==> src/hw/rtl/oxy_pkg.sv <==
// Package for the oxygen sensor smoothing and calibration block.
// Holds field widths, command and register codes, arithmetic constants
// and the sequencer state type. No dependencies.
package oxy_pkg;

   localparam int WFB_DEFAULT = 10;
   localparam int SB_DEFAULT  = 16;

   localparam int CMD_W    = 2;
   localparam int MV_W     = 16;
   localparam int WEIGHT_W = 11;
   localparam int GAIN_W   = 16;
   localparam int OXY_W    = 7;
   localparam int EFF_W    = 8;
   localparam int CSR_A_W  = 2;
   localparam int CSR_D_W  = 16;

   localparam logic [CMD_W-1:0] CMD_SAMPLE = 2'd0;
   localparam logic [CMD_W-1:0] CMD_CAP_LO = 2'd1;
   localparam logic [CMD_W-1:0] CMD_CAP_HI = 2'd2;

   localparam logic [CSR_A_W-1:0] CSR_WEIGHT = 2'd0;
   localparam logic [CSR_A_W-1:0] CSR_GAIN   = 2'd1;

   localparam logic [WEIGHT_W-1:0] WEIGHT_RESET = 11'd307;
   localparam logic [GAIN_W-1:0]   GAIN_RESET   = 16'd8624;
   localparam logic [MV_W-1:0]     HI_OFF_RESET = 16'd70;
   localparam logic [MV_W-1:0]     LO_OFF_RESET = 16'd13;

   // oxygen = (208*s + 792*d) / (10*s), clamped to 20..100
   localparam int NUM_S_COEF  = 208;
   localparam int NUM_D_COEF  = 792;
   localparam int CLAMP_COEF  = 200;
   localparam int DEN_COEF    = 10;
   localparam int SPAN_W      = MV_W + 2;
   localparam int NUM_W       = 28;
   localparam int DEN_W       = 20;
   localparam int QUOT_BITS   = 7;
   localparam int REM_W       = DEN_W + QUOT_BITS - 1;

   localparam logic [OXY_W-1:0] OXY_MIN    = 7'd20;
   localparam logic [OXY_W-1:0] OXY_MAX    = 7'd100;
   localparam logic [EFF_W-1:0] EFF_MAX    = 8'd255;
   localparam logic [EFF_W-1:0] OPER_LIMIT = 8'd75;

   localparam int MUL_STEPS = 16;
   localparam int CNT_W     = 4;

   typedef enum logic [6:0] {
      S_IDLE = 7'b0000001,
      S_FILT = 7'b0000010,
      S_PREP = 7'b0000100,
      S_CALC = 7'b0001000,
      S_DIV  = 7'b0010000,
      S_EFF  = 7'b0100000,
      S_FIN  = 7'b1000000
   } state_type;

endpackage

==> src/hw/rtl/oxy_if.sv <==
// Request, response and register-write channel interfaces.
// Depends on oxy_pkg for field widths.
interface oxy_req_if import oxy_pkg::*; ();
   logic             valid;
   logic             ready;
   logic [CMD_W-1:0] cmd;
   logic [MV_W-1:0]  sample_mv;
   logic             adc_ok;

   modport source (output valid, cmd, sample_mv, adc_ok, input ready);
   modport sink   (input valid, cmd, sample_mv, adc_ok, output ready);
endinterface

interface oxy_rsp_if import oxy_pkg::*; ();
   logic             valid;
   logic             ready;
   logic [OXY_W-1:0] oxygen_percent;
   logic [MV_W-1:0]  filtered_mv;
   logic [EFF_W-1:0] efficiency;
   logic             operational;
   logic             ready_res;
   logic             adc_fail;
   logic             span_fault;

   modport source (output valid, oxygen_percent, filtered_mv, efficiency, operational,
                   ready_res, adc_fail, span_fault, input ready);
   modport sink   (input valid, oxygen_percent, filtered_mv, efficiency, operational,
                   ready_res, adc_fail, span_fault, output ready);
endinterface

interface oxy_csr_if import oxy_pkg::*; ();
   logic               valid;
   logic               ready;
   logic [CSR_A_W-1:0] addr;
   logic [CSR_D_W-1:0] data;

   modport source (output valid, addr, data, input ready);
   modport sink   (input valid, addr, data, output ready);
endinterface

==> src/hw/rtl/oxygen_sensor_ewma_calibrated_map.sv <==
// Oxygen sensor top level: bit-serial exponential filter, two-point span map
// and efficiency check. Depends on oxy_pkg and the interfaces in oxy_if.sv.
//
// One request is worked at a time. The filter is a bit-serial multiply-accumulate
// over the 16 sample bits, the span map is a restoring divider producing one
// quotient bit per cycle, and a capture adds a bit-serial multiply for the
// efficiency. A new request is taken in the cycle after the previous response is
// loaded into the output register, even while that response still waits for
// rsp_bus.ready. Register writes are accepted every cycle and must only occur
// while idle.
module oxygen_sensor_ewma_calibrated_map
   import oxy_pkg::*;
#(
   parameter int WEIGHT_FRAC_BITS = WFB_DEFAULT,
   parameter int SAMPLE_BITS      = SB_DEFAULT
) (
   input  logic clock,
   input  logic reset,
   oxy_req_if.sink   req_bus,
   oxy_rsp_if.source rsp_bus,
   oxy_csr_if.sink   csr_bus
);

   localparam int AW = WEIGHT_FRAC_BITS + 1;
   localparam int CW = (AW > WEIGHT_W) ? AW : WEIGHT_W;
   localparam logic [CW-1:0]   FULL_C = CW'(1) << WEIGHT_FRAC_BITS;
   localparam logic [AW-1:0]   FULL_A = AW'(1) << WEIGHT_FRAC_BITS;
   localparam logic [MV_W-1:0] SMASK  = MV_W'((32'd1 << SAMPLE_BITS) - 32'd1);

   state_type state_ff;

   logic [WEIGHT_W-1:0] weight_ff;
   logic [GAIN_W-1:0]   gain_ff;
   logic [MV_W-1:0]     smooth_ff, hi_off_ff, lo_off_ff;
   logic [EFF_W-1:0]    eff_ff;
   logic                oper_ff, rdy_ff;

   logic [CNT_W-1:0]    cnt_ff;
   logic                cap_ff, cap_hi_ff, fail_ff;
   logic [AW-1:0]       a_ff, fa_ff, acc_ff;
   logic [MV_W-1:0]     mp_ff, ms_ff, lo_ff, filt_ff;

   logic signed [SPAN_W-1:0] s_ff, d_ff;
   logic                     zero_ff, lowc_ff, highc_ff;
   logic [REM_W-1:0]         rem_ff, div_ff;
   logic [QUOT_BITS-1:0]     q_ff;
   logic [OXY_W-1:0]         oxy_ff;

   logic [MV_W-1:0]  em_ff, eacc_ff;
   logic             epos_ff;

   logic             rsp_valid_ff;
   logic [OXY_W-1:0] rsp_oxy_ff;
   logic [MV_W-1:0]  rsp_filt_ff;
   logic [EFF_W-1:0] rsp_eff_ff;
   logic             rsp_oper_ff, rsp_rdy_ff, rsp_fail_ff, rsp_fault_ff;

   // combinational helpers
   logic [CW-1:0]    w_ext;
   logic [AW-1:0]    a_in;
   logic [AW:0]      fsum;
   logic [AW-1:0]    acc_in;
   logic [MV_W-1:0]  lo_in;
   logic [AW+MV_W-1:0] filt_full;
   logic signed [SPAN_W-1:0] s_raw, d_raw;
   logic signed [NUM_W-1:0]  num_c, clamp_c;
   logic [DEN_W-1:0]         den_c;
   logic                     ge_c;
   logic [QUOT_BITS-1:0]     q_in;
   logic [OXY_W-1:0]         oxy_in;
   logic [MV_W:0]            es_c, esum;
   logic [MV_W-1:0]          eacc_in;
   logic [MV_W:0]            eraw;
   logic [EFF_W-1:0]         eff_in;
   logic                     req_fire, rsp_load, last_mul, last_div;

   assign req_bus.ready = (state_ff == S_IDLE);
   assign csr_bus.ready = 1'b1;
   assign req_fire      = req_bus.valid && req_bus.ready;
   assign rsp_load      = (state_ff == S_FIN) && (!rsp_valid_ff || rsp_bus.ready);
   assign last_mul      = (cnt_ff == CNT_W'(MUL_STEPS - 1));
   assign last_div      = (cnt_ff == CNT_W'(QUOT_BITS - 1));

   always_comb begin
      w_ext = CW'(weight_ff);
      if (weight_ff == '0) begin
         a_in = AW'(1);
      end else if (w_ext > FULL_C) begin
         a_in = FULL_A;
      end else begin
         a_in = AW'(w_ext);
      end
   end

   // filter step: acc + prev_bit*(F-a) + sample_bit*a, one bit shifted out
   assign fsum      = {1'b0, acc_ff} + (mp_ff[0] ? {1'b0, fa_ff} : '0)
                      + (ms_ff[0] ? {1'b0, a_ff} : '0);
   assign acc_in    = fsum[AW:1];
   assign lo_in     = {fsum[0], lo_ff[MV_W-1:1]};
   assign filt_full = {acc_in, lo_in};

   assign s_raw = $signed({2'b00, hi_off_ff}) - $signed({2'b00, lo_off_ff});
   assign d_raw = $signed({2'b00, filt_ff}) - $signed({2'b00, lo_off_ff});

   assign num_c   = NUM_W'(s_ff) * NUM_W'(NUM_S_COEF) + NUM_W'(d_ff) * NUM_W'(NUM_D_COEF);
   assign clamp_c = NUM_W'(s_ff) * NUM_W'(CLAMP_COEF);
   assign den_c   = DEN_W'(s_ff[MV_W:0]) * DEN_W'(DEN_COEF);

   assign ge_c = (rem_ff >= div_ff);
   assign q_in = {q_ff[QUOT_BITS-2:0], ge_c};

   always_comb begin
      if (zero_ff || lowc_ff) begin
         oxy_in = OXY_MIN;
      end else if (highc_ff) begin
         oxy_in = OXY_MAX;
      end else begin
         oxy_in = q_in;
      end
   end

   assign es_c    = {1'b0, hi_off_ff} - {1'b0, lo_off_ff};
   assign esum    = {1'b0, eacc_ff} + (em_ff[0] ? {1'b0, gain_ff} : '0);
   assign eacc_in = esum[MV_W:1];
   assign eraw    = {1'b0, eacc_in} + (MV_W+1)'(esum[0]);

   always_comb begin
      if (!epos_ff) begin
         eff_in = '0;
      end else if (eraw > (MV_W+1)'(EFF_MAX)) begin
         eff_in = EFF_MAX;
      end else begin
         eff_in = eraw[EFF_W-1:0];
      end
   end

   always_ff @(posedge clock) begin
      if (reset) begin
         weight_ff <= WEIGHT_RESET;
         gain_ff   <= GAIN_RESET;
      end else if (csr_bus.valid) begin
         case (csr_bus.addr)
            CSR_WEIGHT: weight_ff <= csr_bus.data[WEIGHT_W-1:0];
            CSR_GAIN:   gain_ff   <= csr_bus.data[GAIN_W-1:0];
            default: ;
         endcase
      end
   end

   always_ff @(posedge clock) begin
      if (reset) begin
         state_ff  <= S_IDLE;
         cnt_ff    <= '0;
         smooth_ff <= '0;
         hi_off_ff <= HI_OFF_RESET;
         lo_off_ff <= LO_OFF_RESET;
         eff_ff    <= '0;
         oper_ff   <= 1'b1;
         rdy_ff    <= 1'b0;
      end else begin
         case (state_ff)
            S_IDLE: begin
               if (req_fire) begin
                  a_ff      <= a_in;
                  fa_ff     <= FULL_A - a_in;
                  acc_ff    <= '0;
                  mp_ff     <= smooth_ff;
                  ms_ff     <= req_bus.adc_ok ? (req_bus.sample_mv & SMASK) : '0;
                  cap_ff    <= (req_bus.cmd == CMD_CAP_LO) || (req_bus.cmd == CMD_CAP_HI);
                  cap_hi_ff <= (req_bus.cmd == CMD_CAP_HI);
                  fail_ff   <= !req_bus.adc_ok;
                  cnt_ff    <= '0;
                  state_ff  <= S_FILT;
               end
            end
            S_FILT: begin
               acc_ff <= acc_in;
               lo_ff  <= lo_in;
               mp_ff  <= mp_ff >> 1;
               ms_ff  <= ms_ff >> 1;
               cnt_ff <= cnt_ff + 1'b1;
               if (last_mul) begin
                  filt_ff  <= filt_full[WEIGHT_FRAC_BITS+MV_W-1:WEIGHT_FRAC_BITS];
                  state_ff <= S_PREP;
               end
            end
            S_PREP: begin
               // map uses the offsets from before any capture
               zero_ff  <= (s_raw == '0);
               s_ff     <= s_raw[SPAN_W-1] ? -s_raw : s_raw;
               d_ff     <= s_raw[SPAN_W-1] ? -d_raw : d_raw;
               smooth_ff <= cap_ff ? '0 : filt_ff;
               if (cap_ff) begin
                  rdy_ff <= 1'b1;
                  if (cap_hi_ff) begin
                     hi_off_ff <= filt_ff;
                  end else begin
                     lo_off_ff <= filt_ff;
                  end
               end
               state_ff <= S_CALC;
            end
            S_CALC: begin
               lowc_ff  <= (num_c < clamp_c);
               highc_ff <= (d_ff >= s_ff);
               rem_ff   <= num_c[REM_W-1:0];
               div_ff   <= {den_c, (QUOT_BITS-1)'(0)};
               q_ff     <= '0;
               cnt_ff   <= '0;
               state_ff <= S_DIV;
            end
            S_DIV: begin
               rem_ff <= ge_c ? (rem_ff - div_ff) : rem_ff;
               div_ff <= div_ff >> 1;
               q_ff   <= q_in;
               if (last_div) begin
                  oxy_ff  <= oxy_in;
                  epos_ff <= !es_c[MV_W] && (es_c != '0);
                  em_ff   <= es_c[MV_W-1:0];
                  eacc_ff <= '0;
                  cnt_ff  <= '0;
                  state_ff <= cap_ff ? S_EFF : S_FIN;
               end else begin
                  cnt_ff <= cnt_ff + 1'b1;
               end
            end
            S_EFF: begin
               eacc_ff <= eacc_in;
               em_ff   <= em_ff >> 1;
               cnt_ff  <= cnt_ff + 1'b1;
               if (last_mul) begin
                  eff_ff <= eff_in;
                  if (eff_in <= OPER_LIMIT) begin
                     oper_ff <= 1'b0;
                  end
                  state_ff <= S_FIN;
               end
            end
            S_FIN: begin
               if (rsp_load) begin
                  state_ff <= S_IDLE;
               end
            end
            default: state_ff <= S_IDLE;
         endcase
      end
   end

   always_ff @(posedge clock) begin
      if (reset) begin
         rsp_valid_ff <= 1'b0;
      end else if (rsp_load) begin
         rsp_valid_ff <= 1'b1;
      end else if (rsp_bus.ready) begin
         rsp_valid_ff <= 1'b0;
      end
   end

   always_ff @(posedge clock) begin
      if (rsp_load) begin
         rsp_oxy_ff   <= oxy_ff;
         rsp_filt_ff  <= filt_ff;
         rsp_eff_ff   <= eff_ff;
         rsp_oper_ff  <= oper_ff;
         rsp_rdy_ff   <= rdy_ff;
         rsp_fail_ff  <= fail_ff;
         rsp_fault_ff <= zero_ff;
      end
   end

   assign rsp_bus.valid          = rsp_valid_ff;
   assign rsp_bus.oxygen_percent = rsp_oxy_ff;
   assign rsp_bus.filtered_mv    = rsp_filt_ff;
   assign rsp_bus.efficiency     = rsp_eff_ff;
   assign rsp_bus.operational    = rsp_oper_ff;
   assign rsp_bus.ready_res      = rsp_rdy_ff;
   assign rsp_bus.adc_fail       = rsp_fail_ff;
   assign rsp_bus.span_fault     = rsp_fault_ff;

`ifndef SYNTH
   a_oper_sticky: assert property (@(posedge clock) disable iff (reset)
      !oper_ff |=> !oper_ff)
      else $error("operational flag came back after clearing");

   a_ready_sticky: assert property (@(posedge clock) disable iff (reset)
      rdy_ff |=> rdy_ff)
      else $error("ready flag dropped");

   a_fault_oxy: assert property (@(posedge clock) disable iff (reset)
      rsp_bus.valid && rsp_bus.span_fault |-> rsp_bus.oxygen_percent == OXY_MIN)
      else $error("span fault without minimum oxygen");

   a_oxy_range: assert property (@(posedge clock) disable iff (reset)
      rsp_bus.valid |-> rsp_bus.oxygen_percent >= OXY_MIN
                        && rsp_bus.oxygen_percent <= OXY_MAX)
      else $error("oxygen out of range");

   a_accept_starts: assert property (@(posedge clock) disable iff (reset)
      req_fire |=> state_ff == S_FILT && cnt_ff == '0)
      else $error("accepted request did not start the filter");
`endif

endmodule

==> src/flat_wrapper.sv <==
// flat-port wrapper written by rule: the top's interface ports become plain ports
module oxygen_sensor_ewma_calibrated_map_flat import oxy_pkg::*;
#(
   parameter int WEIGHT_FRAC_BITS = WFB_DEFAULT,
   parameter int SAMPLE_BITS      = SB_DEFAULT
)
  (clock, reset, req_bus_valid, req_bus_cmd, req_bus_sample_mv, req_bus_adc_ok, req_bus_ready, rsp_bus_valid, rsp_bus_oxygen_percent, rsp_bus_filtered_mv, rsp_bus_efficiency, rsp_bus_operational, rsp_bus_ready_res, rsp_bus_adc_fail, rsp_bus_span_fault, rsp_bus_ready, csr_bus_valid, csr_bus_addr, csr_bus_data, csr_bus_ready);
  oxy_req_if req_bus_i ();
  oxy_rsp_if rsp_bus_i ();
  oxy_csr_if csr_bus_i ();
  input  logic clock;
  input  logic reset;
  input wire logic [$bits(req_bus_i.valid)-1:0] req_bus_valid;
  input wire logic [$bits(req_bus_i.cmd)-1:0] req_bus_cmd;
  input wire logic [$bits(req_bus_i.sample_mv)-1:0] req_bus_sample_mv;
  input wire logic [$bits(req_bus_i.adc_ok)-1:0] req_bus_adc_ok;
  output wire logic [$bits(req_bus_i.ready)-1:0] req_bus_ready;
  output wire logic [$bits(rsp_bus_i.valid)-1:0] rsp_bus_valid;
  output wire logic [$bits(rsp_bus_i.oxygen_percent)-1:0] rsp_bus_oxygen_percent;
  output wire logic [$bits(rsp_bus_i.filtered_mv)-1:0] rsp_bus_filtered_mv;
  output wire logic [$bits(rsp_bus_i.efficiency)-1:0] rsp_bus_efficiency;
  output wire logic [$bits(rsp_bus_i.operational)-1:0] rsp_bus_operational;
  output wire logic [$bits(rsp_bus_i.ready_res)-1:0] rsp_bus_ready_res;
  output wire logic [$bits(rsp_bus_i.adc_fail)-1:0] rsp_bus_adc_fail;
  output wire logic [$bits(rsp_bus_i.span_fault)-1:0] rsp_bus_span_fault;
  input wire logic [$bits(rsp_bus_i.ready)-1:0] rsp_bus_ready;
  input wire logic [$bits(csr_bus_i.valid)-1:0] csr_bus_valid;
  input wire logic [$bits(csr_bus_i.addr)-1:0] csr_bus_addr;
  input wire logic [$bits(csr_bus_i.data)-1:0] csr_bus_data;
  output wire logic [$bits(csr_bus_i.ready)-1:0] csr_bus_ready;
  assign req_bus_i.valid = req_bus_valid;
  assign req_bus_i.cmd = req_bus_cmd;
  assign req_bus_i.sample_mv = req_bus_sample_mv;
  assign req_bus_i.adc_ok = req_bus_adc_ok;
  assign req_bus_ready = req_bus_i.ready;
  assign rsp_bus_valid = rsp_bus_i.valid;
  assign rsp_bus_oxygen_percent = rsp_bus_i.oxygen_percent;
  assign rsp_bus_filtered_mv = rsp_bus_i.filtered_mv;
  assign rsp_bus_efficiency = rsp_bus_i.efficiency;
  assign rsp_bus_operational = rsp_bus_i.operational;
  assign rsp_bus_ready_res = rsp_bus_i.ready_res;
  assign rsp_bus_adc_fail = rsp_bus_i.adc_fail;
  assign rsp_bus_span_fault = rsp_bus_i.span_fault;
  assign rsp_bus_i.ready = rsp_bus_ready;
  assign csr_bus_i.valid = csr_bus_valid;
  assign csr_bus_i.addr = csr_bus_addr;
  assign csr_bus_i.data = csr_bus_data;
  assign csr_bus_ready = csr_bus_i.ready;
  oxygen_sensor_ewma_calibrated_map #(.WEIGHT_FRAC_BITS(WEIGHT_FRAC_BITS), .SAMPLE_BITS(SAMPLE_BITS)) u_core (.clock(clock), .reset(reset), .req_bus(req_bus_i), .rsp_bus(rsp_bus_i), .csr_bus(csr_bus_i));
endmodule
==> config.mk <==
export PLATFORM = sky130hd
export DESIGN_NAME = oxygen_sensor_ewma_calibrated_map_flat
export DESIGN_NICKNAME = d
export VERILOG_FILES = /design/src/hw/rtl/oxy_pkg.sv /design/src/hw/rtl/oxy_if.sv /design/src/hw/rtl/oxygen_sensor_ewma_calibrated_map.sv /design/src/flat_wrapper.sv
export SDC_FILE = /design/constraint.sdc
export NUM_CORES = 1
export LEC_CHECK = 0
export BUFFER_PORTS_ARGS = -buffer_cell sky130_fd_sc_hd__buf_2
export CORE_AREA = 2 2 240 242
export DETAILED_ROUTE_END_ITERATION = 10
export DIE_AREA = 0 0 242 244
export GPL_TIMING_DRIVEN = 0
export PLACE_DENSITY = 0.66
export SLEW_MARGIN = 10
export SYNTH_ARGS = -nofsm -noshare
export SYNTH_HDL_FRONTEND = slang
export SYNTH_SLANG_ARGS = --single-unit
export TNS_END_PERCENT = 30
==> constraint.sdc <==
create_clock -name clock -period 6.1 [get_ports clock]
set_clock_uncertainty 0.1 [all_clocks]
set_input_delay 0.305 -clock clock [delete_from_list [all_inputs] [get_ports clock]]
set_output_delay 0.305 -clock clock [all_outputs]
set_load 0.05 [all_outputs]
==> reports/qor.yml, run 1 <==
status:
  status: "finished with violations"
  violations: "negative setup slack"
setup_path:
  max_stage_delay_ps: 510
  worstPathRequired_ps: 6390
  crit_family: "compound AO/OA/AOI/OAI gates"
  start_kind: "register"
  crit_type: "reg -> reg"
  end_kind: "register"
  path_depth: 29
  reg2regPathDepth: 29
  critPathBufInv: 3
  cp_max_fo: 5
  cp_slowest_cell: "edfxtp_1"
  cp.arrival_ps: 6810
logic_synthesis:
  async_flop_share_pct: 0
  synth_edf_count: 260
  synth_area_um2: 26900
  ys.flop_type: "edfxtp_1"
  syn_nets: 3313
  synthTopCellsByArea: "edfxtp_1, ha_1, dfxtp_1"
  yosysUniqueCellTypes: 91
  synth.largest_area_cell: "edfxtp_1"
  synth_top_area_share_pct: 29.0
  avgSynthCellArea_um2: 9.46
  ys_seq_elements: 357
  syn_inst: 2843
  ys_warn_count: 0
  yosysSeqAreaShare_pct: 36.3
timing:
  worstMarginPinSlew_ps: 1090
  rsz0062_at_grt: "yes"
  finalHoldViolCount: 0
  setup_ws_ps: -419
  min_period_ps: 6520
  setup-violations-final: 1
  holdWs_ps: 39.8
  drv_slew: 0
  min_period_over_period_pct: 107
  slew_headroom_pct: 26.6
  fmax_mhz: 153
power:
  vdd_drop_max_mv: 0.266
  leakagePower_nw: 13.4
  p_per_area_nw_per_um2: 222
global_route:
  grtUsageMet3_pct: 2.39
  grt_max_degree: 35
  antenna_found_initial: 0
  grt_pass1_wl_um: 108000
  track_usage_pct: 22.7
  grt_overflow_total: 0
  gr-usage-met2_pct: 40.9
  grtUsageMet1_pct: 28.0
  grt_pass1_vias: 21204
  grt_busiest_layer: "met2"
routing:
  firstDrtPassIters: 8
  post-route-drc-count: 0
  wl_um: 66900
  vias: 20972
  drt_iter0_drc: 1108
  wl_per_cell_um: 17.4
  ant_nets: 0
  via_per_inst: 5.46
cells_and_area:
  drive_gt1_share_pct: 10.9
  antenna_cells: 0
  nets: 3524
  area_delta_synth_final_pct: 15.7
  fin_cells: 3842
floorplanning:
  chipHeight_um: 244
  ios: 80
  initial_core_util_pct: 47.9
  rows: 87
  die_w_um: 242
  core_um2: 56200
  dieArea_um2: 59000
worst_hold_path:
  hold_path_depth: 3
  min_path_type: "in -> reg"
clocking:
  clock_sinks: 357
  htreeDepth: 2
  tritoncts: "yes"
  numCtsBuffers: 40
  cts_root_buf: "clkbuf_16"
  clk-insertion-delay-late_ps: 580
  cts_buffer_depth: 3
  clkTransAtPathRegs_ps: 60
placement:
  dp_cells: 3685
  place_hpwl_um: 51300
  portBuffers: 77
  gp_congestion: 0.902
run:
  drv_cap: 0
[final cells by class]
class	count	area (um2)
Clock buffer	57	1140
Sequential cell	357	9750
Tap cell	756	946
Inverter	326	1220
Buffer	62	251
Clock inverter	17	180
Multi-Input combinational cell	2098	16400
Fill cell	5014	25000
Timing Repair Buffer	169	1290
[worst reg2reg max path, delay by kind of cell (launching register included)]
kind | cells | cell delay (ps)
compound gates | 12 | 2470
xor+xnor | 2 | 270
simple gates | 5 | 510
fa+ha+maj | 7 | 2040
buf+inv | 3 | 440
flops | 1 | 510
[placed cells by master, fill, tap and decap left out, types with 35 or more instances in the layout]
cell type	count
ha_1	322
edfxtp_1	260
nor2b_1	35
nor2_1	190
nor3_1	46
nand2_1	340
clkbuf_16	41
xnor2_1	105
buf_4	49
nand3_1	59
fa_1	81
xor2_1	70
clkbuf_1	67
a21o_1	61
dfxtp_1	97
inv_1	319
and2_1	38
o21ai_0	100
buf_2	77
a21oi_1	186
[report_power, final]
part           switching (mW)  leakage [nW]  internal, mW
clock                    1.02         0.636          1.36
sequential             0.0514          3.14          2.77
combinational            1.00          9.64         0.706
[through the flow]
stage	util [%]	area (um2)	power, mW	TNS [ps]	setup WS [ps]
floorplan	-	26900	3.94	0	16.3
global placement	50.3	28200	4.30	-28450	-1320
global route	55.4	31100	7.26	-767	-684
finish	55.4	31100	6.91	-419	-419
CTS	54.9	30900	6.89	-400	-400
detailed placement	50.7	28500	4.38	-1670	-1360
[per-layer routing]
layer / vias to the layer above / wire length, um / share of wire, %
met3: 123 / 2270 / 3.4
met1: 10073 / 29300 / 44
met4: 0 / 2120 / 3.2
met2: 416 / 33300 / 50
met5: - / 0 / 0
li1: 10360 / - / -
[worst paths after layout]
kind	start	end	slack [ps]
worst max-delay path	u_core.d_ff[4]$_DFFE_PP_	u_core.lowc_ff$_DFFE_PP_	-420
worst min-delay path	req_bus_cmd[0]	u_core.cap_hi_ff$_DFFE_PP_	40
worst min register to register	u_core.oxy_ff[3]$_SDFFCE_PP0P_	u_core.rsp_bus.oxygen_percent[3]$_DFFE_PP_	320
worst max register to register	u_core.d_ff[4]$_DFFE_PP_	u_core.lowc_ff$_DFFE_PP_	-420
[registers in the layout, summed over array words and instances, names as in the netlist, 18 cells and up]
register / flops
u_core.rem_ff: 26
u_core.d_ff: 18
u_core.s_ff: 18
u_core.div_ff: 26
[cells in the mapped netlist, drive strengths merged (4+ instances only)]
master,number
a2111oi,7
a211o,15
a211oi,23
a21boi,12
a21o,61
a21oi,200
a22o,17
a22oi,5
a31o,4
a31oi,24
a41o,4
and2,39
and3,20
buf,6
clkbuf,56
dfxtp,97
edfxtp,260
fa,81
ha,347
inv,326
mux2,7
mux2i,6
nand2,340
nand2b,21
nand3,61
nand3b,18
nand4,15
nor2,197
nor2b,37
nor3,50
nor3b,9
nor4,15
nor4b,4
o211ai,13
o21a,35
o21ai,121
o21bai,18
o22ai,6
o31a,4
o31ai,8
o41ai,5
or2,12
or3,14
xnor2,116
xor2,70
[cell families after synthesis]
kind of cell	count (synthesis)	share of synthesized area, %
compound gates	609	14.5
xor+xnor	186	6.06
fa+ha+maj	428	22.2
buf+inv	388	5.48
flops	357	36.3
mux	13	0.516
other cells	2	0.0279
simple gates	860	14.9
[repair_timing]
| action | in CTS | in global routing |
|---|---|---|
| buffers inserted | 35 | 15 |
| pin swaps | 52 | 41 |
| hold buffers | 33 | 0 |
| endpoints found under the hold margin | 44 | 0 |
| resized for setup | 73 | 33 |
| endpoints found under the setup margin | 4 | 2 |
Note: power is estimated with default switching activity, not from simulation.
==> run 2: changes to the inputs <==
Settings changed: HOLD_SLACK_MARGIN set to 0.15.
==> run 2 against run 1 <==
  * The flow still finishes with violations (negative setup slack)
  * Final area increased by 0.71%
  * Power increased by 0.29%
  * Core utilization increased by 0.39 points
  * First-iteration DRC count increased by 7.5%
  * Critical path depth unchanged
  * Register-to-register slack about the same
  * Non-clock buffer count increased by 22
  * Wire length increased by 0.46%
  * Via count increased by 0.57%
  * Sequential share of layout area decreased by 0.22 points
  * Critical endpoint unchanged
  * Largest power group unchanged
==> reports/qor.yml, run 2 (same netlist as run 1, synthesis figures left out) <==
cells_and_area:
  fin_util_pct: 55.8  # +0.39 points
  nets: 3546  # +0.62%
  design_area_um2: 31300  # +0.71%
  antenna_cells: 0  # unchanged
  layout_common_cells: "nand2_1, ha_1, inv_1"
  top_regs: "u_core.div_ff x26, u_core.rem_ff x26"
  area_delta_synth_final_pct: 16.6
  drive_gt1_share_pct: 10.8  # -0.077 points
  layout_commonest_cell: "nand2_1"
clocking:
  clk-insertion-delay-late_ps: 580  # about the same
  numCtsBuffers: 40  # unchanged
  cts_buffer_depth: 3  # unchanged
  clkTransAtPathRegs_ps: 60  # about the same
  clock_sinks: 357  # unchanged
  htreeDepth: 2  # unchanged
  tritoncts: "yes"
  cts_root_buf: "clkbuf_16"
routing:
  ant_nets: 0  # unchanged
  drt_iter0_drc: 1191  # +7.5%
  wl_um: 67200  # +0.46%
  vias: 21091  # +0.57%
  wl_per_cell_um: 17.4  # -0.11%
  post-route-drc-count: 0  # unchanged
  via_per_inst: 5.46  # about the same
  firstDrtPassIters: 7  # -1
floorplanning:
  initial_core_util_pct: 47.9  # unchanged
  ios: 80  # unchanged
  dieArea_um2: 59000  # unchanged
  chipHeight_um: 244  # unchanged
  die_w_um: 242  # unchanged
  rows: 87  # unchanged
  core_um2: 56200  # unchanged
placement:
  place_hpwl_um: 51300  # unchanged
  dp_slack_ps: -1360  # unchanged
  dpl_cell_area_um2: 28500  # unchanged
  gp_congestion: 0.902  # unchanged
  portBuffers: 77  # unchanged
status:
  status: "finished with violations"
  violations: "negative setup slack"
global_route:
  grt_overflow_total: 0  # unchanged
  antenna_found_initial: 0  # unchanged
  grt_max_degree: 35  # unchanged
  grt_pass1_wl_um: 109000  # +0.43%
  track_usage_pct: 22.7  # +0.075 points
  grt_pass1_vias: 21412  # +0.98%
timing:
  fmax_mhz: 153  # about the same
  slew_headroom_pct: 27.1  # +0.48 points
  min_period_over_period_pct: 107  # about the same
  drv_slew: 0  # unchanged
  holdWs_ps: 252  # +212 ps
  finalHoldViolCount: 0  # unchanged
  rsz0062_at_grt: "yes"
  min_period_ps: 6520  # +0.427 ps
  worstMarginPinSlew_ps: 1090  # -1.18 ps
  setup_ws_ps: -419  # -0.427 ps
  setup-violations-final: 1  # unchanged
power:
  leakagePower_nw: 13.5  # +0.60%
  netSwitchingPower_mw: 2.08  # +0.40%
  pwr-share-comb_pct: 24.8  # about the same
  clockPowerShare_pct: 34.4  # about the same
  p_per_area_nw_per_um2: 221  # -0.42%
  vdd_drop_max_mv: 0.267  # +0.15%
  switching_share_pct: 30.0  # +0.033 points
  pwr-share-seq_pct: 40.7  # about the same
  cellInternalPower_mw: 4.85  # +0.24%
  power.total_mw: 6.93  # +0.29%
setup_path:
  r2r_slack_ps: -420  # about the same
  start_kind: "register"
  reg2regPathDepth: 29  # unchanged
  cp_max_fo: 4  # -1
  cp.arrival_ps: 6810  # about the same
  max_stage_delay_ps: 550  # +40 ps
  worstPathRequired_ps: 6390  # about the same
  crit_type: "reg -> reg"
  end_kind: "register"
  cp_slowest_cell: "edfxtp_1"
worst_hold_path:
  min_path_type: "in -> reg"
  hold_path_depth: 3  # unchanged
run:
  drv_cap: 0  # unchanged
run 2: power groups by stage:
stage / registers [mW] / clock network, mW / logic (mW)
2_1_floorplan: 2.86 / 0 / 1.08
3_3_place_gp: 2.88 / 0 / 1.42
3_5_place_dp: 2.87 / 0 / 1.50
4_1_cts: 2.82 / 2.43 / 1.65
5_1_grt: 2.83 / 2.53 / 1.92
6_report: 2.82 / 2.39 / 1.72
run 2: layer usage:
metal	vias up	part of all wire, %	GRT usage [%]	wire length, um
met5	-	0	0	0
met4	0	3.1	8.02	2070
met3	121	3.5	2.41	2380
met2	422	50	41.2	33500
met1	10140	43	28.0	29200
li1	10408	-	-	-
run 2: worst paths after layout:
path	start	end
setup / recovery	u_core.d_ff[1]$_DFFE_PP_	u_core.lowc_ff$_DFFE_PP_
setup reg to reg	u_core.d_ff[1]$_DFFE_PP_	u_core.lowc_ff$_DFFE_PP_
hold reg to reg	u_core.oxy_ff[3]$_SDFFCE_PP0P_	u_core.rsp_bus.oxygen_percent[3]$_DFFE_PP_
hold / removal	req_bus_adc_ok	u_core.fail_ff$_DFFE_PP_
run 2: worst max-delay path: cells and delay by family, from the launching register on:
kind | cells | cell delay (ps)
buffers and inverters | 3 | 150
AOI/OAI and AO/OA | 16 | 2970
xor gates and xnor gates | 2 | 260
adders and majority gates | 7 | 2170
DFF | 1 | 550
and+or+nand+nor | 1 | 110
run 2: layout make-up:
| cell class | instances | area (um2) |
|---|---|---|
| Clock buffer | 57 | 1140 |
| Multi-Input combinational cell | 2098 | 16400 |
| Timing Repair Buffer | 191 | 1510 |
| Inverter | 326 | 1220 |
| Buffer | 62 | 251 |
| Tap cell | 756 | 946 |
| Sequential cell | 357 | 9750 |
| Clock inverter | 17 | 180 |
| Fill cell | 4986 | 24800 |
run 2: what timing repair did:
action / CTS / global route
resized for setup: 73 / 33
setup buffers: 35 / 15
endpoints found under the setup margin: 4 / 2
pin swaps: 52 / 41
endpoints found under the hold margin: 55 / 0
hold buffers: 55 / 0
run 2: metrics by stage:
step,setup TNS [ps],std cells
2_1_floorplan,0,2843
3_3_place_gp,-28450,3676
3_5_place_dp,-1670,3685
4_1_cts,-400,3849
5_1_grt,-767,3864
6_report,-419,3864
